**src/sv/lfg_pkg.sv**
```systemverilog
// lfg_pkg: shared types, codes and constants of the linear fade gate
// no dependencies; imported by every module of the block
package lfg_pkg;

    localparam int SAMPLE_BITS        = 16;
    localparam int GAIN_BITS          = 15;
    localparam int COUNT_BITS_DEFAULT = 16;
    localparam int LENGTH_BITS        = 16;

    localparam logic [LENGTH_BITS-1:0] FADE_LENGTH_RESET = 16'd128;
    localparam logic signed [SAMPLE_BITS-1:0] OUT_MAX = 16'sh7FFF;
    localparam logic signed [SAMPLE_BITS-1:0] OUT_MIN = 16'sh8000;

    // item mode codes
    localparam logic [1:0] MODE_SAMPLE   = 2'd0;
    localparam logic [1:0] MODE_FADE_IN  = 2'd1;
    localparam logic [1:0] MODE_FADE_OUT = 2'd2;

    // result status codes
    localparam logic [1:0] STATUS_NONE     = 2'd0;
    localparam logic [1:0] STATUS_OUT_DONE = 2'd1;
    localparam logic [1:0] STATUS_IN_DONE  = 2'd2;

    typedef enum logic [1:0] {
        DIR_NONE = 2'd0,
        DIR_IN   = 2'd1,
        DIR_OUT  = 2'd2
    } fade_dir_t;

    typedef enum logic [2:0] {
        ST_IDLE,
        ST_PREP,
        ST_DIV,
        ST_MUL,
        ST_DONE
    } lfg_state_t;

    typedef struct packed {
        logic [1:0]                    mode;
        logic signed [SAMPLE_BITS-1:0] sample_in;
        logic                          last_in_frame;
    } in_item_t;

    typedef struct packed {
        logic signed [SAMPLE_BITS-1:0] sample_out;
        logic [1:0]                    fade_status;
    } out_item_t;

endpackage

```
**src/sv/lfg_div.sv**
```systemverilog
// lfg_div: bit-serial restoring divider for the fade gain, floor(num*32767/t)
// one quotient bit per cycle; uses lfg_pkg
module lfg_div
    import lfg_pkg::*;
#(
    parameter int CountBits = COUNT_BITS_DEFAULT
)
(
    input  logic                 clk,
    input  logic                 rst_n,
    input  logic                 start,
    input  logic [CountBits-1:0] num,
    input  logic [CountBits-1:0] divisor,
    output logic                 done,
    output logic [GAIN_BITS-1:0] quot
);

    localparam int ProdW = CountBits + GAIN_BITS;
    localparam int CntW  = $clog2(GAIN_BITS);

    logic [CountBits-1:0] rem_reg, rem_next;
    logic [CountBits-1:0] dvs_reg, dvs_next;
    logic [GAIN_BITS-1:0] lo_reg, lo_next;
    logic [CntW-1:0]      cnt_reg, cnt_next;
    logic                 busy_reg, busy_next;
    logic                 done_reg, done_next;
    logic [ProdW-1:0]     prod;
    logic [CountBits:0]   trial;
    logic [CountBits:0]   diff;

    always_comb
    begin
        // num * 32767 as (num << 15) - num
        prod      = {num, GAIN_BITS'(0)} - ProdW'(num);
        trial     = {rem_reg, lo_reg[GAIN_BITS-1]};
        diff      = trial - {1'b0, dvs_reg};
        rem_next  = rem_reg;
        dvs_next  = dvs_reg;
        lo_next   = lo_reg;
        cnt_next  = cnt_reg;
        busy_next = busy_reg;
        done_next = 1'b0;
        if (start)
        begin
            rem_next  = prod[ProdW-1:GAIN_BITS];
            lo_next   = prod[GAIN_BITS-1:0];
            dvs_next  = divisor;
            cnt_next  = '0;
            busy_next = 1'b1;
        end
        else if (busy_reg)
        begin
            // no borrow means trial >= divisor
            rem_next = diff[CountBits] ? trial[CountBits-1:0] : diff[CountBits-1:0];
            lo_next  = {lo_reg[GAIN_BITS-2:0], ~diff[CountBits]};
            cnt_next = cnt_reg + 1'b1;
            if (cnt_reg == CntW'(GAIN_BITS - 1))
            begin
                busy_next = 1'b0;
                done_next = 1'b1;
            end
        end
    end

    always_ff @(posedge clk or negedge rst_n)
    begin
        if (!rst_n)
        begin
            cnt_reg  <= '0;
            busy_reg <= 1'b0;
            done_reg <= 1'b0;
        end
        else
        begin
            cnt_reg  <= cnt_next;
            busy_reg <= busy_next;
            done_reg <= done_next;
        end
    end

    always_ff @(posedge clk)
    begin
        rem_reg <= rem_next;
        dvs_reg <= dvs_next;
        lo_reg  <= lo_next;
    end

    assign done = done_reg;
    assign quot = lo_reg;

endmodule

```
**src/sv/lfg_mul.sv**
```systemverilog
// lfg_mul: bit-serial shift-add multiplier, sample times q15 gain, floor >> 15
// and saturation to 16 bits; uses lfg_pkg
module lfg_mul
    import lfg_pkg::*;
(
    input  logic                          clk,
    input  logic                          rst_n,
    input  logic                          start,
    input  logic signed [SAMPLE_BITS-1:0] sample,
    input  logic [GAIN_BITS-1:0]          gain,
    output logic                          done,
    output logic signed [SAMPLE_BITS-1:0] product
);

    localparam int AccW = SAMPLE_BITS + 2;
    localparam int CntW = $clog2(GAIN_BITS);
    localparam logic signed [AccW-1:0] SatHi = AccW'(OUT_MAX);
    localparam logic signed [AccW-1:0] SatLo = AccW'(OUT_MIN);

    logic signed [AccW-1:0]        hi_reg, hi_next;
    logic [GAIN_BITS-1:0]          lo_reg, lo_next;
    logic signed [SAMPLE_BITS-1:0] s_reg, s_next;
    logic [CntW-1:0]               cnt_reg, cnt_next;
    logic                          busy_reg, busy_next;
    logic                          done_reg, done_next;
    logic signed [AccW-1:0]        addend;
    logic signed [AccW-1:0]        sum;

    always_comb
    begin
        addend    = lo_reg[0] ? AccW'(s_reg) : SatHi ^ SatHi;
        sum       = hi_reg + addend;
        hi_next   = hi_reg;
        lo_next   = lo_reg;
        s_next    = s_reg;
        cnt_next  = cnt_reg;
        busy_next = busy_reg;
        done_next = 1'b0;
        if (start)
        begin
            hi_next   = '0;
            lo_next   = gain;
            s_next    = sample;
            cnt_next  = '0;
            busy_next = 1'b1;
        end
        else if (busy_reg)
        begin
            // low product bit drops off, which gives the floor shift
            hi_next  = sum >>> 1;
            lo_next  = {1'b0, lo_reg[GAIN_BITS-1:1]};
            cnt_next = cnt_reg + 1'b1;
            if (cnt_reg == CntW'(GAIN_BITS - 1))
            begin
                busy_next = 1'b0;
                done_next = 1'b1;
            end
        end
    end

    always_comb
    begin
        if (hi_reg > SatHi)
            product = OUT_MAX;
        else if (hi_reg < SatLo)
            product = OUT_MIN;
        else
            product = hi_reg[SAMPLE_BITS-1:0];
    end

    always_ff @(posedge clk or negedge rst_n)
    begin
        if (!rst_n)
        begin
            cnt_reg  <= '0;
            busy_reg <= 1'b0;
            done_reg <= 1'b0;
        end
        else
        begin
            cnt_reg  <= cnt_next;
            busy_reg <= busy_next;
            done_reg <= done_next;
        end
    end

    always_ff @(posedge clk)
    begin
        hi_reg <= hi_next;
        lo_reg <= lo_next;
        s_reg  <= s_next;
    end

    assign done = done_reg;

endmodule

```
**src/sv/linear_fade_gate_q15.sv**
```systemverilog
// linear_fade_gate_q15: top level of the pop-suppression fade gate
// uses lfg_pkg, lfg_div and lfg_mul
//
// Fade gate for 16-bit PCM. A fade-in or fade-out command (no result) arms a
// linear q15 gain ramp of fade_length samples (0 acts as 1); each following
// audio sample during the ramp is scaled by floor(k*32767/T) or
// floor((T-k)*32767/T), shifted right by 15 with floor and saturated, and the
// last ramp sample carries fade_status. After a fade out that ends before
// the frame end, the rest of the frame is zero. Other samples pass through.
// Sequencing: a sample inside a fade occupies the core from its transfer to
// the next possible input transfer, through the 15-step serial divider for
// the gain and then the 15-step serial multiplier; a passed-through or
// zeroed sample goes straight to the result stage; a command leaves it idle.
// The result sits in an output register, so a stalled result does not hold
// off the next input transfer until the core needs that register again.
// fade_length may be written any time the gate is idle.
module linear_fade_gate_q15
    import lfg_pkg::*;
#(
    parameter int COUNT_BITS = COUNT_BITS_DEFAULT
)
(
    input  logic                   clk,
    input  logic                   rst_n,
    // input items
    input  logic                   item_valid,
    output logic                   item_stall,
    input  in_item_t               item,
    // results
    output logic                   result_valid,
    input  logic                   result_stall,
    output out_item_t              result,
    // fade_length register writes
    input  logic                   cfg_valid,
    output logic                   cfg_ready,
    input  logic [LENGTH_BITS-1:0] cfg_data
);

    localparam int CB = COUNT_BITS;

    // control state
    lfg_state_t             state_reg, state_next;
    fade_dir_t              fade_dir_reg, fade_dir_next;
    logic [CB-1:0]          remain_reg, remain_next;
    logic                   zero_rest_reg, zero_rest_next;
    logic [LENGTH_BITS-1:0] fade_length_reg, fade_length_next;
    logic                   result_valid_reg, result_valid_next;

    // payload held for the item in flight
    logic [CB-1:0]                 num_reg, num_next;
    logic [CB-1:0]                 t_reg, t_next;
    logic signed [SAMPLE_BITS-1:0] sample_reg, sample_next;
    logic [1:0]                    status_reg, status_next;
    logic signed [SAMPLE_BITS-1:0] res_hold_reg, res_hold_next;
    out_item_t                     result_reg, result_next;

    // ramp step arithmetic
    logic [CB-1:0] t_raw;
    logic [CB-1:0] t_eff;
    logic [CB-1:0] r_lim;
    logic [CB-1:0] r_eff;
    logic [CB-1:0] r_dec;
    logic          accept;
    logic          fade_active;

    // datapath handshakes
    logic                          div_start;
    logic                          div_done;
    logic [GAIN_BITS-1:0]          div_quot;
    logic                          mul_start;
    logic                          mul_done;
    logic signed [SAMPLE_BITS-1:0] mul_product;

    lfg_div #(
        .CountBits (CB)
    ) u_div (
        .clk     (clk),
        .rst_n   (rst_n),
        .start   (div_start),
        .num     (num_reg),
        .divisor (t_reg),
        .done    (div_done),
        .quot    (div_quot)
    );

    lfg_mul u_mul (
        .clk     (clk),
        .rst_n   (rst_n),
        .start   (mul_start),
        .sample  (sample_reg),
        .gain    (div_quot),
        .done    (mul_done),
        .product (mul_product)
    );

    // effective length and clamped step count, live from the register
    always_comb
    begin
        t_raw = CB'(fade_length_reg);
        t_eff = (t_raw == '0) ? CB'(1) : t_raw;
        r_lim = (remain_reg > t_eff) ? t_eff : remain_reg;
        r_eff = (r_lim == '0) ? CB'(1) : r_lim;
        r_dec = r_eff - CB'(1);
    end

    assign item_stall  = (state_reg != ST_IDLE);
    assign accept      = item_valid && !item_stall;
    assign fade_active = (fade_dir_reg != DIR_NONE);

    always_comb
    begin
        state_next        = state_reg;
        fade_dir_next     = fade_dir_reg;
        remain_next       = remain_reg;
        zero_rest_next    = zero_rest_reg;
        fade_length_next  = fade_length_reg;
        result_valid_next = result_valid_reg;
        num_next          = num_reg;
        t_next            = t_reg;
        sample_next       = sample_reg;
        status_next       = status_reg;
        res_hold_next     = res_hold_reg;
        result_next       = result_reg;
        div_start         = 1'b0;
        mul_start         = 1'b0;

        if (cfg_valid)
            fade_length_next = cfg_data;

        // result leaves on a transfer
        if (result_valid_reg && !result_stall)
            result_valid_next = 1'b0;

        case (state_reg)
            ST_IDLE:
            begin
                if (accept)
                begin
                    case (item.mode)
                        MODE_FADE_IN, MODE_FADE_OUT:
                        begin
                            // a new command replaces any fade or zeroing
                            fade_dir_next  = (item.mode == MODE_FADE_IN) ? DIR_IN : DIR_OUT;
                            remain_next    = t_eff;
                            zero_rest_next = 1'b0;
                        end
                        MODE_SAMPLE:
                        begin
                            sample_next = item.sample_in;
                            if (fade_active)
                            begin
                                remain_next = r_dec;
                                t_next      = t_eff;
                                // fade in uses k = t - r + 1, fade out t - k = r - 1
                                num_next    = (fade_dir_reg == DIR_IN) ? (t_eff - r_dec) : r_dec;
                                status_next = STATUS_NONE;
                                if (r_dec == '0)
                                begin
                                    fade_dir_next = DIR_NONE;
                                    if (fade_dir_reg == DIR_IN)
                                        status_next = STATUS_IN_DONE;
                                    else
                                    begin
                                        status_next = STATUS_OUT_DONE;
                                        if (!item.last_in_frame)
                                            zero_rest_next = 1'b1;
                                    end
                                end
                                state_next = ST_PREP;
                            end
                            else
                            begin
                                res_hold_next = zero_rest_reg ? '0 : item.sample_in;
                                status_next   = STATUS_NONE;
                                state_next    = ST_DONE;
                            end
                            if (item.last_in_frame)
                                zero_rest_next = 1'b0;
                        end
                        default:
                        begin
                            // unused mode, dropped
                        end
                    endcase
                end
            end
            ST_PREP:
            begin
                div_start  = 1'b1;
                state_next = ST_DIV;
            end
            ST_DIV:
            begin
                if (div_done)
                begin
                    mul_start  = 1'b1;
                    state_next = ST_MUL;
                end
            end
            ST_MUL:
            begin
                if (mul_done)
                begin
                    res_hold_next = mul_product;
                    state_next    = ST_DONE;
                end
            end
            ST_DONE:
            begin
                // wait for a free output register
                if (!result_valid_reg || !result_stall)
                begin
                    result_next.sample_out  = res_hold_reg;
                    result_next.fade_status = status_reg;
                    result_valid_next       = 1'b1;
                    state_next              = ST_IDLE;
                end
            end
            default:
            begin
                state_next = ST_IDLE;
            end
        endcase
    end

    always_ff @(posedge clk or negedge rst_n)
    begin
        if (!rst_n)
        begin
            state_reg        <= ST_IDLE;
            fade_dir_reg     <= DIR_NONE;
            remain_reg       <= '0;
            zero_rest_reg    <= 1'b0;
            fade_length_reg  <= FADE_LENGTH_RESET;
            result_valid_reg <= 1'b0;
        end
        else
        begin
            state_reg        <= state_next;
            fade_dir_reg     <= fade_dir_next;
            remain_reg       <= remain_next;
            zero_rest_reg    <= zero_rest_next;
            fade_length_reg  <= fade_length_next;
            result_valid_reg <= result_valid_next;
        end
    end

    always_ff @(posedge clk)
    begin
        num_reg      <= num_next;
        t_reg        <= t_next;
        sample_reg   <= sample_next;
        status_reg   <= status_next;
        res_hold_reg <= res_hold_next;
        result_reg   <= result_next;
    end

    assign result_valid = result_valid_reg;
    assign result       = result_reg;
    assign cfg_ready    = 1'b1;

    // divider finishes only while the sequencer waits on it
    assert property (@(posedge clk) disable iff (!rst_n)
        div_done |-> (state_reg == ST_DIV))
        else $error("divider done outside divide phase");

    // multiplier finishes only while the sequencer waits on it
    assert property (@(posedge clk) disable iff (!rst_n)
        mul_done |-> (state_reg == ST_MUL))
        else $error("multiplier done outside multiply phase");

    // a fade command arms a ramp and cancels pending zeroing
    assert property (@(posedge clk) disable iff (!rst_n)
        (accept && (item.mode == MODE_FADE_IN || item.mode == MODE_FADE_OUT))
        |=> (!zero_rest_reg && fade_dir_reg != DIR_NONE))
        else $error("fade command did not arm the ramp");

endmodule
```
**config.mk**
```make
export PLATFORM = sky130hd
export DESIGN_NAME = linear_fade_gate_q15
export DESIGN_NICKNAME = d
export VERILOG_FILES = /design/src/sv/lfg_pkg.sv /design/src/sv/lfg_div.sv /design/src/sv/lfg_mul.sv /design/src/sv/linear_fade_gate_q15.sv
export SDC_FILE = /design/constraint.sdc
export NUM_CORES = 1
export LEC_CHECK = 0
export ABC_CLOCK_PERIOD_IN_PS = 16000
export BUFFER_PORTS_ARGS = -buffer_cell sky130_fd_sc_hd__buf_2
export CORE_AREA = 2 2 143 145
export CTS_BUF_LIST = sky130_fd_sc_hd__clkbuf_2 sky130_fd_sc_hd__clkbuf_4 sky130_fd_sc_hd__clkbuf_8
export CTS_CLUSTER_SIZE = 12
export DETAILED_ROUTE_END_ITERATION = 12
export DIE_AREA = 0 0 145 147
export GPL_TIMING_DRIVEN = 1
export PLACE_DENSITY = 0.83
export SYNTH_ARGS = -nofsm -noshare
export SYNTH_HDL_FRONTEND = slang
export SYNTH_SLANG_ARGS = --single-unit
```
**constraint.sdc**
```tcl
create_clock -name clk -period 16 [get_ports clk]
set_input_delay 2.4 -clock clk [delete_from_list [all_inputs] [get_ports clk]]
set_output_delay 2.4 -clock clk [all_outputs]
set_load 0.1 [all_outputs]
```
==> flow_metrics.env, run 1 <==
export IMPL_synth_nets=1320
export IMPL_synth_area_sq_mm=0.0127
export IMPL_post_cts_buffers=0
export IMPL_synthDistinctLibCells=83
export IMPL_antenna_found_initial=0
export IMPL_via_per_inst=5.85
export IMPL_grt_setup_unrepaired="no"
export IMPL_clk_insertion_delay_late_ns=0.55
export IMPL_cp_data_required_time_ns=16.25
export IMPL_r2r_setup_slack_ns=9.08
export IMPL_grt_max_degree=62
export IMPL_crit_top_cell="a21o_1"
export IMPL_die_h_um=147
export IMPL_setup_worst_path_end_class="flop"
export IMPL_cp_arrival_ns=7.17
export IMPL_cts_hold_buf=0
export IMPL_cts_sinks=230
export IMPL_syn2layout_area_growth_pct=9.74
export IMPL_drt_wirelength_per_cell_um=17.2
export IMPL_avgSynthCellArea_sq_um=10.5
export IMPL_hold_path_class="reg -> reg"
export IMPL_grt_pass1_vias=8804
export IMPL_coreArea_sq_mm=0.0198
export IMPL_r2r_end="num_reg[14]$_DFFE_PP_"
export IMPL_power_density_mw_per_mm2=202
export IMPL_r2r_start="fade_length_reg[11]$_DFFE_PN0P_"
export IMPL_worstHoldPathCells=0
export IMPL_yosys_warnings=0
export IMPL_nets=1367
export IMPL_ys_async_sr_fraction=0.222
export IMPL_startpoint_type="flop"
export IMPL_synthCells=1208
export IMPL_fin_tns_setup_ns=0
export IMPL_die_x_um=145
export IMPL_num_antenna_cells=0
export IMPL_first_pass_iters=5
export IMPL_cp_endpoint="num_reg[14]$_DFFE_PP_"
export IMPL_num_rows=52
export IMPL_io_pins=61
export IMPL_cts_buffer_depth=3
export IMPL_min_period_over_period=0.432
export IMPL_gp_congestion=0.940
export IMPL_r2r_cells=28
export IMPL_layout_commonest_cell="edfxtp_1"
export IMPL_via_count=9095
export IMPL_finalSetupViolations=0
export IMPL_skew_ns=0.0479
export IMPL_p_leak_uw=0.00574
export IMPL_drc=0
export IMPL_grt_usage=0.250
export IMPL_cpPeakStageDelay_ns=0.62
export IMPL_dr_first_iter_drc_count=691
export IMPL_fmax_ghz=0.145
export IMPL_finalHoldViolCount=0
export IMPL_synth_seq_cells=230
export IMPL_largest_register_ffs=18
export IMPL_final_max_slew_viol_count=0
export IMPL_ant_nets=0
export IMPL_fillCellCount=1378
export IMPL_maxCapViolCount=0
export IMPL_startpoint="fade_length_reg[11]$_DFFE_PN0P_"
export IMPL_port_buffers=59
export IMPL_clkTransAtPathRegs_ns=0.06
export IMPL_cts_tree="done"
export IMPL_layout_common_cells="edfxtp_1, nand2_1, nor2_1"
export IMPL_wl_mm=26.8
export IMPL_tightest_slew_ns=1.30
export IMPL_slowest_stage="nor4_1"
export IMPL_synthFlopType="edfxtp_1"
export IMPL_grt_pass1_wl_mm=43.4
export IMPL_ir_drop_v=0.000116
export IMPL_yosysSeqAreaShare=0.510
export IMPL_outcome="complete, no violations"
export IMPL_hpwl_mm=18.2
export IMPL_relSlewSlack=0.128
export IMPL_drive_gt1_frac=0.142
export IMPL_start_util=0.641
export IMPL_synth_edf_count=162
export IMPL_totalPowerFinal_uw=2810
export IMPL_post_route_min_period_ns=6.92
export IMPL_dieArea_sq_mm=0.0213
export IMPL_crit_type="reg -> reg"
export IMPL_root_buffer="clkbuf_8"
export IMPL_worstPathMaxFanout=33
export IMPL_htree_levels=2
export IMPL_cts_inserted_buffers=38
export IMPL_cts_resized=0
export IMPL_grt_overflow=0
worst max-delay path, delay by kind of cell, from the launching register on:
kind                       cells  cell delay (ns)
adders and majority gates      4             1.14
AOI/OAI and AO/OA             12             2.58
muxes                          2             0.47
buffers and inverters          3             0.62
DFF                            1             0.52
xor gates and xnor gates       2             0.34
and+or+nand+nor                5             0.94
worst min path at each step:
stage                                startpoint                           to  slack [ns]
detailed placement    res_hold_reg[2]$_DFFE_PP_          result[4]$_DFFE_PP_        0.40
CTS                         t_reg[12]$_DFFE_PP_  u_div.dvs_reg[12]$_DFFE_PP_        0.39
floorplan           status_reg[0]$_SDFFCE_PN0P_          result[0]$_DFFE_PP_        0.40
finish                      t_reg[12]$_DFFE_PP_  u_div.dvs_reg[12]$_DFFE_PP_        0.39
global placement      res_hold_reg[0]$_DFFE_PP_          result[2]$_DFFE_PP_        0.40
global route                t_reg[12]$_DFFE_PP_  u_div.dvs_reg[12]$_DFFE_PP_        0.40
layout make-up:
class	instances	area (sq um)	area share
repair buffers	71	385	0.0276
inverters	69	259	0.0186
clock buffers	55	663	0.0475
multi-input cells	845	5710	0.410
clock inverters	15	111	0.00798
flip-flops and latches	230	6480	0.465
well taps	270	338	0.0242
Yosys cell counts, drive strengths merged (8+ instances only):
cell	instances	area, sq um
a21boi	12	90.1
a21o	17	128
a21oi	48	240
a22oi	15	113
a31oi	8	65.1
and2	22	138
buf	17	111
clkbuf	47	176
dfrtp	50	1250
dfxtp	17	340
edfxtp	162	4860
ha	69	863
inv	69	259
mux2	20	229
mux2i	39	398
nand2	123	462
nand3	16	80.1
nand4	10	75.1
nor2	108	405
nor2b	13	81.3
nor3	35	196
nor3b	10	80.1
nor4	14	100
o21ai	103	519
xnor2	37	332
xor2	42	375
per-layer routing:
metal	share of wire	up-vias	track usage
met5	0	-	0
met4	0.023	0	0.0822
met3	0.064	53	0.0429
met2	0.46	333	0.399
met1	0.45	4298	0.354
li1	-	4411	-
logic make-up (layout without fill, tap and decap cells):
kind of cell | Yosys count | after routing | share of synthesized area
and+or+nand+nor | 385 | 385 | 0.146
AOI/OAI and AO/OA | 245 | 245 | 0.120
DFF | 230 | 230 | 0.510
buffers and inverters | 133 | 210 | 0.0430
xor gates and xnor gates | 79 | 79 | 0.0556
adders and majority gates | 76 | 76 | 0.0761
muxes | 59 | 59 | 0.0493
other | 1 | 1 | 0.000295
through the flow:
stage          cells  utilization  instance area (sq um)  hold slack, ns  setup WS [ns]
2_1_floorplan   1208            -                  12700           0.400          10.04
3_3_place_gp    1485        0.664                  13200           0.400           9.46
3_5_place_dp    1485        0.664                  13200           0.405           9.20
4_1_cts         1555        0.703                  14000           0.387           9.17
5_1_grt         1555        0.703                  14000           0.399           8.73
6_report        1555        0.703                  14000           0.388           9.08
power by group:
| part | leakage [uW] | switching, uW | internal [uW] |
|---|---|---|---|
| registers | 0.00230 | 123 | 857 |
| clock network | 0.000410 | 237 | 286 |
| logic | 0.00304 | 790 | 520 |
Note: power is estimated with default switching activity, not from simulation.
==> run 2: changes to the inputs <==
ABC_CLOCK_PERIOD_IN_PS = 6670   (was 16000)
CORE_AREA = 2 2 144 146   (was 2 2 143 145)
DIE_AREA = 0 0 146 148   (was 0 0 145 147)
PLACE_DENSITY = 0.82   (was 0.83)
clock period = 6.67 ns   (was 16 ns; I/O delays follow)
==> flow_metrics.env, run 2 (synthesis gave the netlist of run 1 again) <==
export IMPL_r2r_end="num_reg[14]$_DFFE_PP_"
export IMPL_p_leak_uw=0.00577
export IMPL_via_count=9244
export IMPL_cts_sinks=230
export IMPL_cp_data_required_time_ns=6.93
export IMPL_coreArea_sq_mm=0.0200
export IMPL_crit_type="reg -> reg"
export IMPL_seq_area_sq_mm=0.00648
export IMPL_grt_pass1_wl_mm=44.8
export IMPL_dieArea_sq_mm=0.0216
export IMPL_root_buffer="clkbuf_8"
export IMPL_grt_usage=0.256
export IMPL_cp_endpoint="num_reg[14]$_DFFE_PP_"
export IMPL_drt_wirelength_per_cell_um=17.5
export IMPL_clk_insertion_delay_late_ns=0.54
export IMPL_cpPeakStageDelay_ns=0.49
export IMPL_relSlewSlack=0.174
export IMPL_min_period_over_period=0.936
export IMPL_port_buffers=59
export IMPL_die_h_um=148
export IMPL_start_util=0.634
export IMPL_r2r_start="fade_length_reg[9]$_DFFE_PN0P_"
export IMPL_num_rows=52
export IMPL_totalPowerFinal_uw=6790
export IMPL_r2r_setup_slack_ns=0.42
export IMPL_drc=0
export IMPL_grt_pass1_vias=9143
export IMPL_cts_hold_buf=0
export IMPL_r2r_cells=26
export IMPL_fin_cells=1562
export IMPL_setup_worst_path_end_class="flop"
export IMPL_final_max_slew_viol_count=0
export IMPL_finalHoldViolCount=0
export IMPL_io_pins=61
export IMPL_gp_congestion=0.936
export IMPL_cts_buffer_depth=3
export IMPL_layout_common_cells="edfxtp_1, nand2_1, nor2_1"
export IMPL_startpoint_type="flop"
export IMPL_drive_gt1_frac=0.147
export IMPL_wl_mm=27.4
export IMPL_cts_inserted_buffers=37
export IMPL_first_pass_iters=6
export IMPL_ant_nets=0
export IMPL_place_inst=1494
export IMPL_power_density_mw_per_mm2=485
export IMPL_via_per_inst=5.92
export IMPL_grt_overflow=0
export IMPL_cp_arrival_ns=6.51
export IMPL_cts_tree="done"
export IMPL_hold_path_class="reg -> reg"
export IMPL_post_route_min_period_ns=6.25
export IMPL_num_antenna_cells=0
export IMPL_tightest_slew_ns=1.24
export IMPL_outcome="complete, no violations"
export IMPL_crit_top_cell="a21o_1"
export IMPL_die_x_um=146
export IMPL_fmax_ghz=0.160
export IMPL_startpoint="fade_length_reg[9]$_DFFE_PN0P_"
export IMPL_ir_drop_v=0.000343
export IMPL_nets=1375
export IMPL_fin_tns_setup_ns=0
export IMPL_multi_input_area_sq_mm=0.00573
export IMPL_htree_levels=2
export IMPL_clkTransAtPathRegs_ns=0.07
export IMPL_dr_first_iter_drc_count=696
export IMPL_worstPathMaxFanout=9
export IMPL_finalSetupViolations=0
export IMPL_layout_commonest_cell="edfxtp_1"
export IMPL_skew_ns=0.0239
export IMPL_syn2layout_area_growth_pct=10.0
export IMPL_antenna_found_initial=0
export IMPL_largest_register_ffs=18
export IMPL_slowest_stage="dfrtp_1"
export IMPL_maxCapViolCount=0
export IMPL_fillCellCount=1473
export IMPL_grt_setup_unrepaired="no"
export IMPL_hpwl_mm=18.8
export IMPL_grt_max_degree=62
run 2: layer usage:
layer	global-route usage	part of all wire	vias to the layer above
li1	-	-	4420
met1	0.356	0.45	4444
met2	0.415	0.47	312
met3	0.0410	0.057	68
met4	0.0859	0.026	0
met5	0	0	-
run 2: worst min-delay path by stage:
stage | start | endpoint | slack [ns] | cells after the start
2_1_floorplan | status_reg[0]$_SDFFCE_PN0P_ | result[0]$_DFFE_PP_ | 0.40 | 0
3_3_place_gp | sample_reg[13]$_DFFE_PP_ | u_mul.s_reg[13]$_DFFE_PP_ | 0.40 | 0
3_5_place_dp | t_reg[5]$_DFFE_PP_ | u_div.dvs_reg[5]$_DFFE_PP_ | 0.40 | 0
4_1_cts | t_reg[5]$_DFFE_PP_ | u_div.dvs_reg[5]$_DFFE_PP_ | 0.42 | 0
5_1_grt | sample_reg[1]$_DFFE_PP_ | u_mul.s_reg[1]$_DFFE_PP_ | 0.42 | 0
6_report | t_reg[5]$_DFFE_PP_ | u_div.dvs_reg[5]$_DFFE_PP_ | 0.41 | 0
run 2: what timing repair did:
action                                  4_1_cts  5_1_grt
setup buffers                                 0        0
resized for setup                             0        3
endpoints found under the setup margin        0        1
run 2: metrics by stage:
stage / util / setup slack, ns / hold WS [ns] / cell area [sq um]
3_5_place_dp: 0.661 / 0.385 / 0.405 / 13200
3_3_place_gp: 0.661 / 0.596 / 0.400 / 13200
5_1_grt: 0.698 / 0.0153 / 0.421 / 14000
2_1_floorplan: - / 0.705 / 0.400 / 12700
4_1_cts: 0.697 / 0.338 / 0.416 / 14000
6_report: 0.698 / 0.424 / 0.414 / 14000
run 2: report_power, final:
part           leakage [uW]  total [uW]  internal, uW  switching, uW
sequential          0.00230        2350          2060            297
clock              0.000388        1200           637            559
combinational       0.00308        3240          1300           1950
run 2: worst max-delay path: cells and delay by family, from the launching register on:
family                   cells  cell delay [ns]
flip-flops                   1             0.49
buffers and inverters        2             0.31
AND/OR/NAND/NOR              3             0.60
XOR/XNOR                     2             0.50
multiplexers                 2             0.32
adder cells (fa/ha/maj)      4             1.22
AO/OA/AOI/OAI               13             2.53
run 2: area by class of cell:
cell class / instances / area share
multi-input combinational: 845 / 0.410
tap: 270 / 0.0241
clock buffer: 53 / 0.0468
inverter: 69 / 0.0185
clock inverter: 15 / 0.00519
sequential: 230 / 0.463
timing repair buffer: 80 / 0.0324
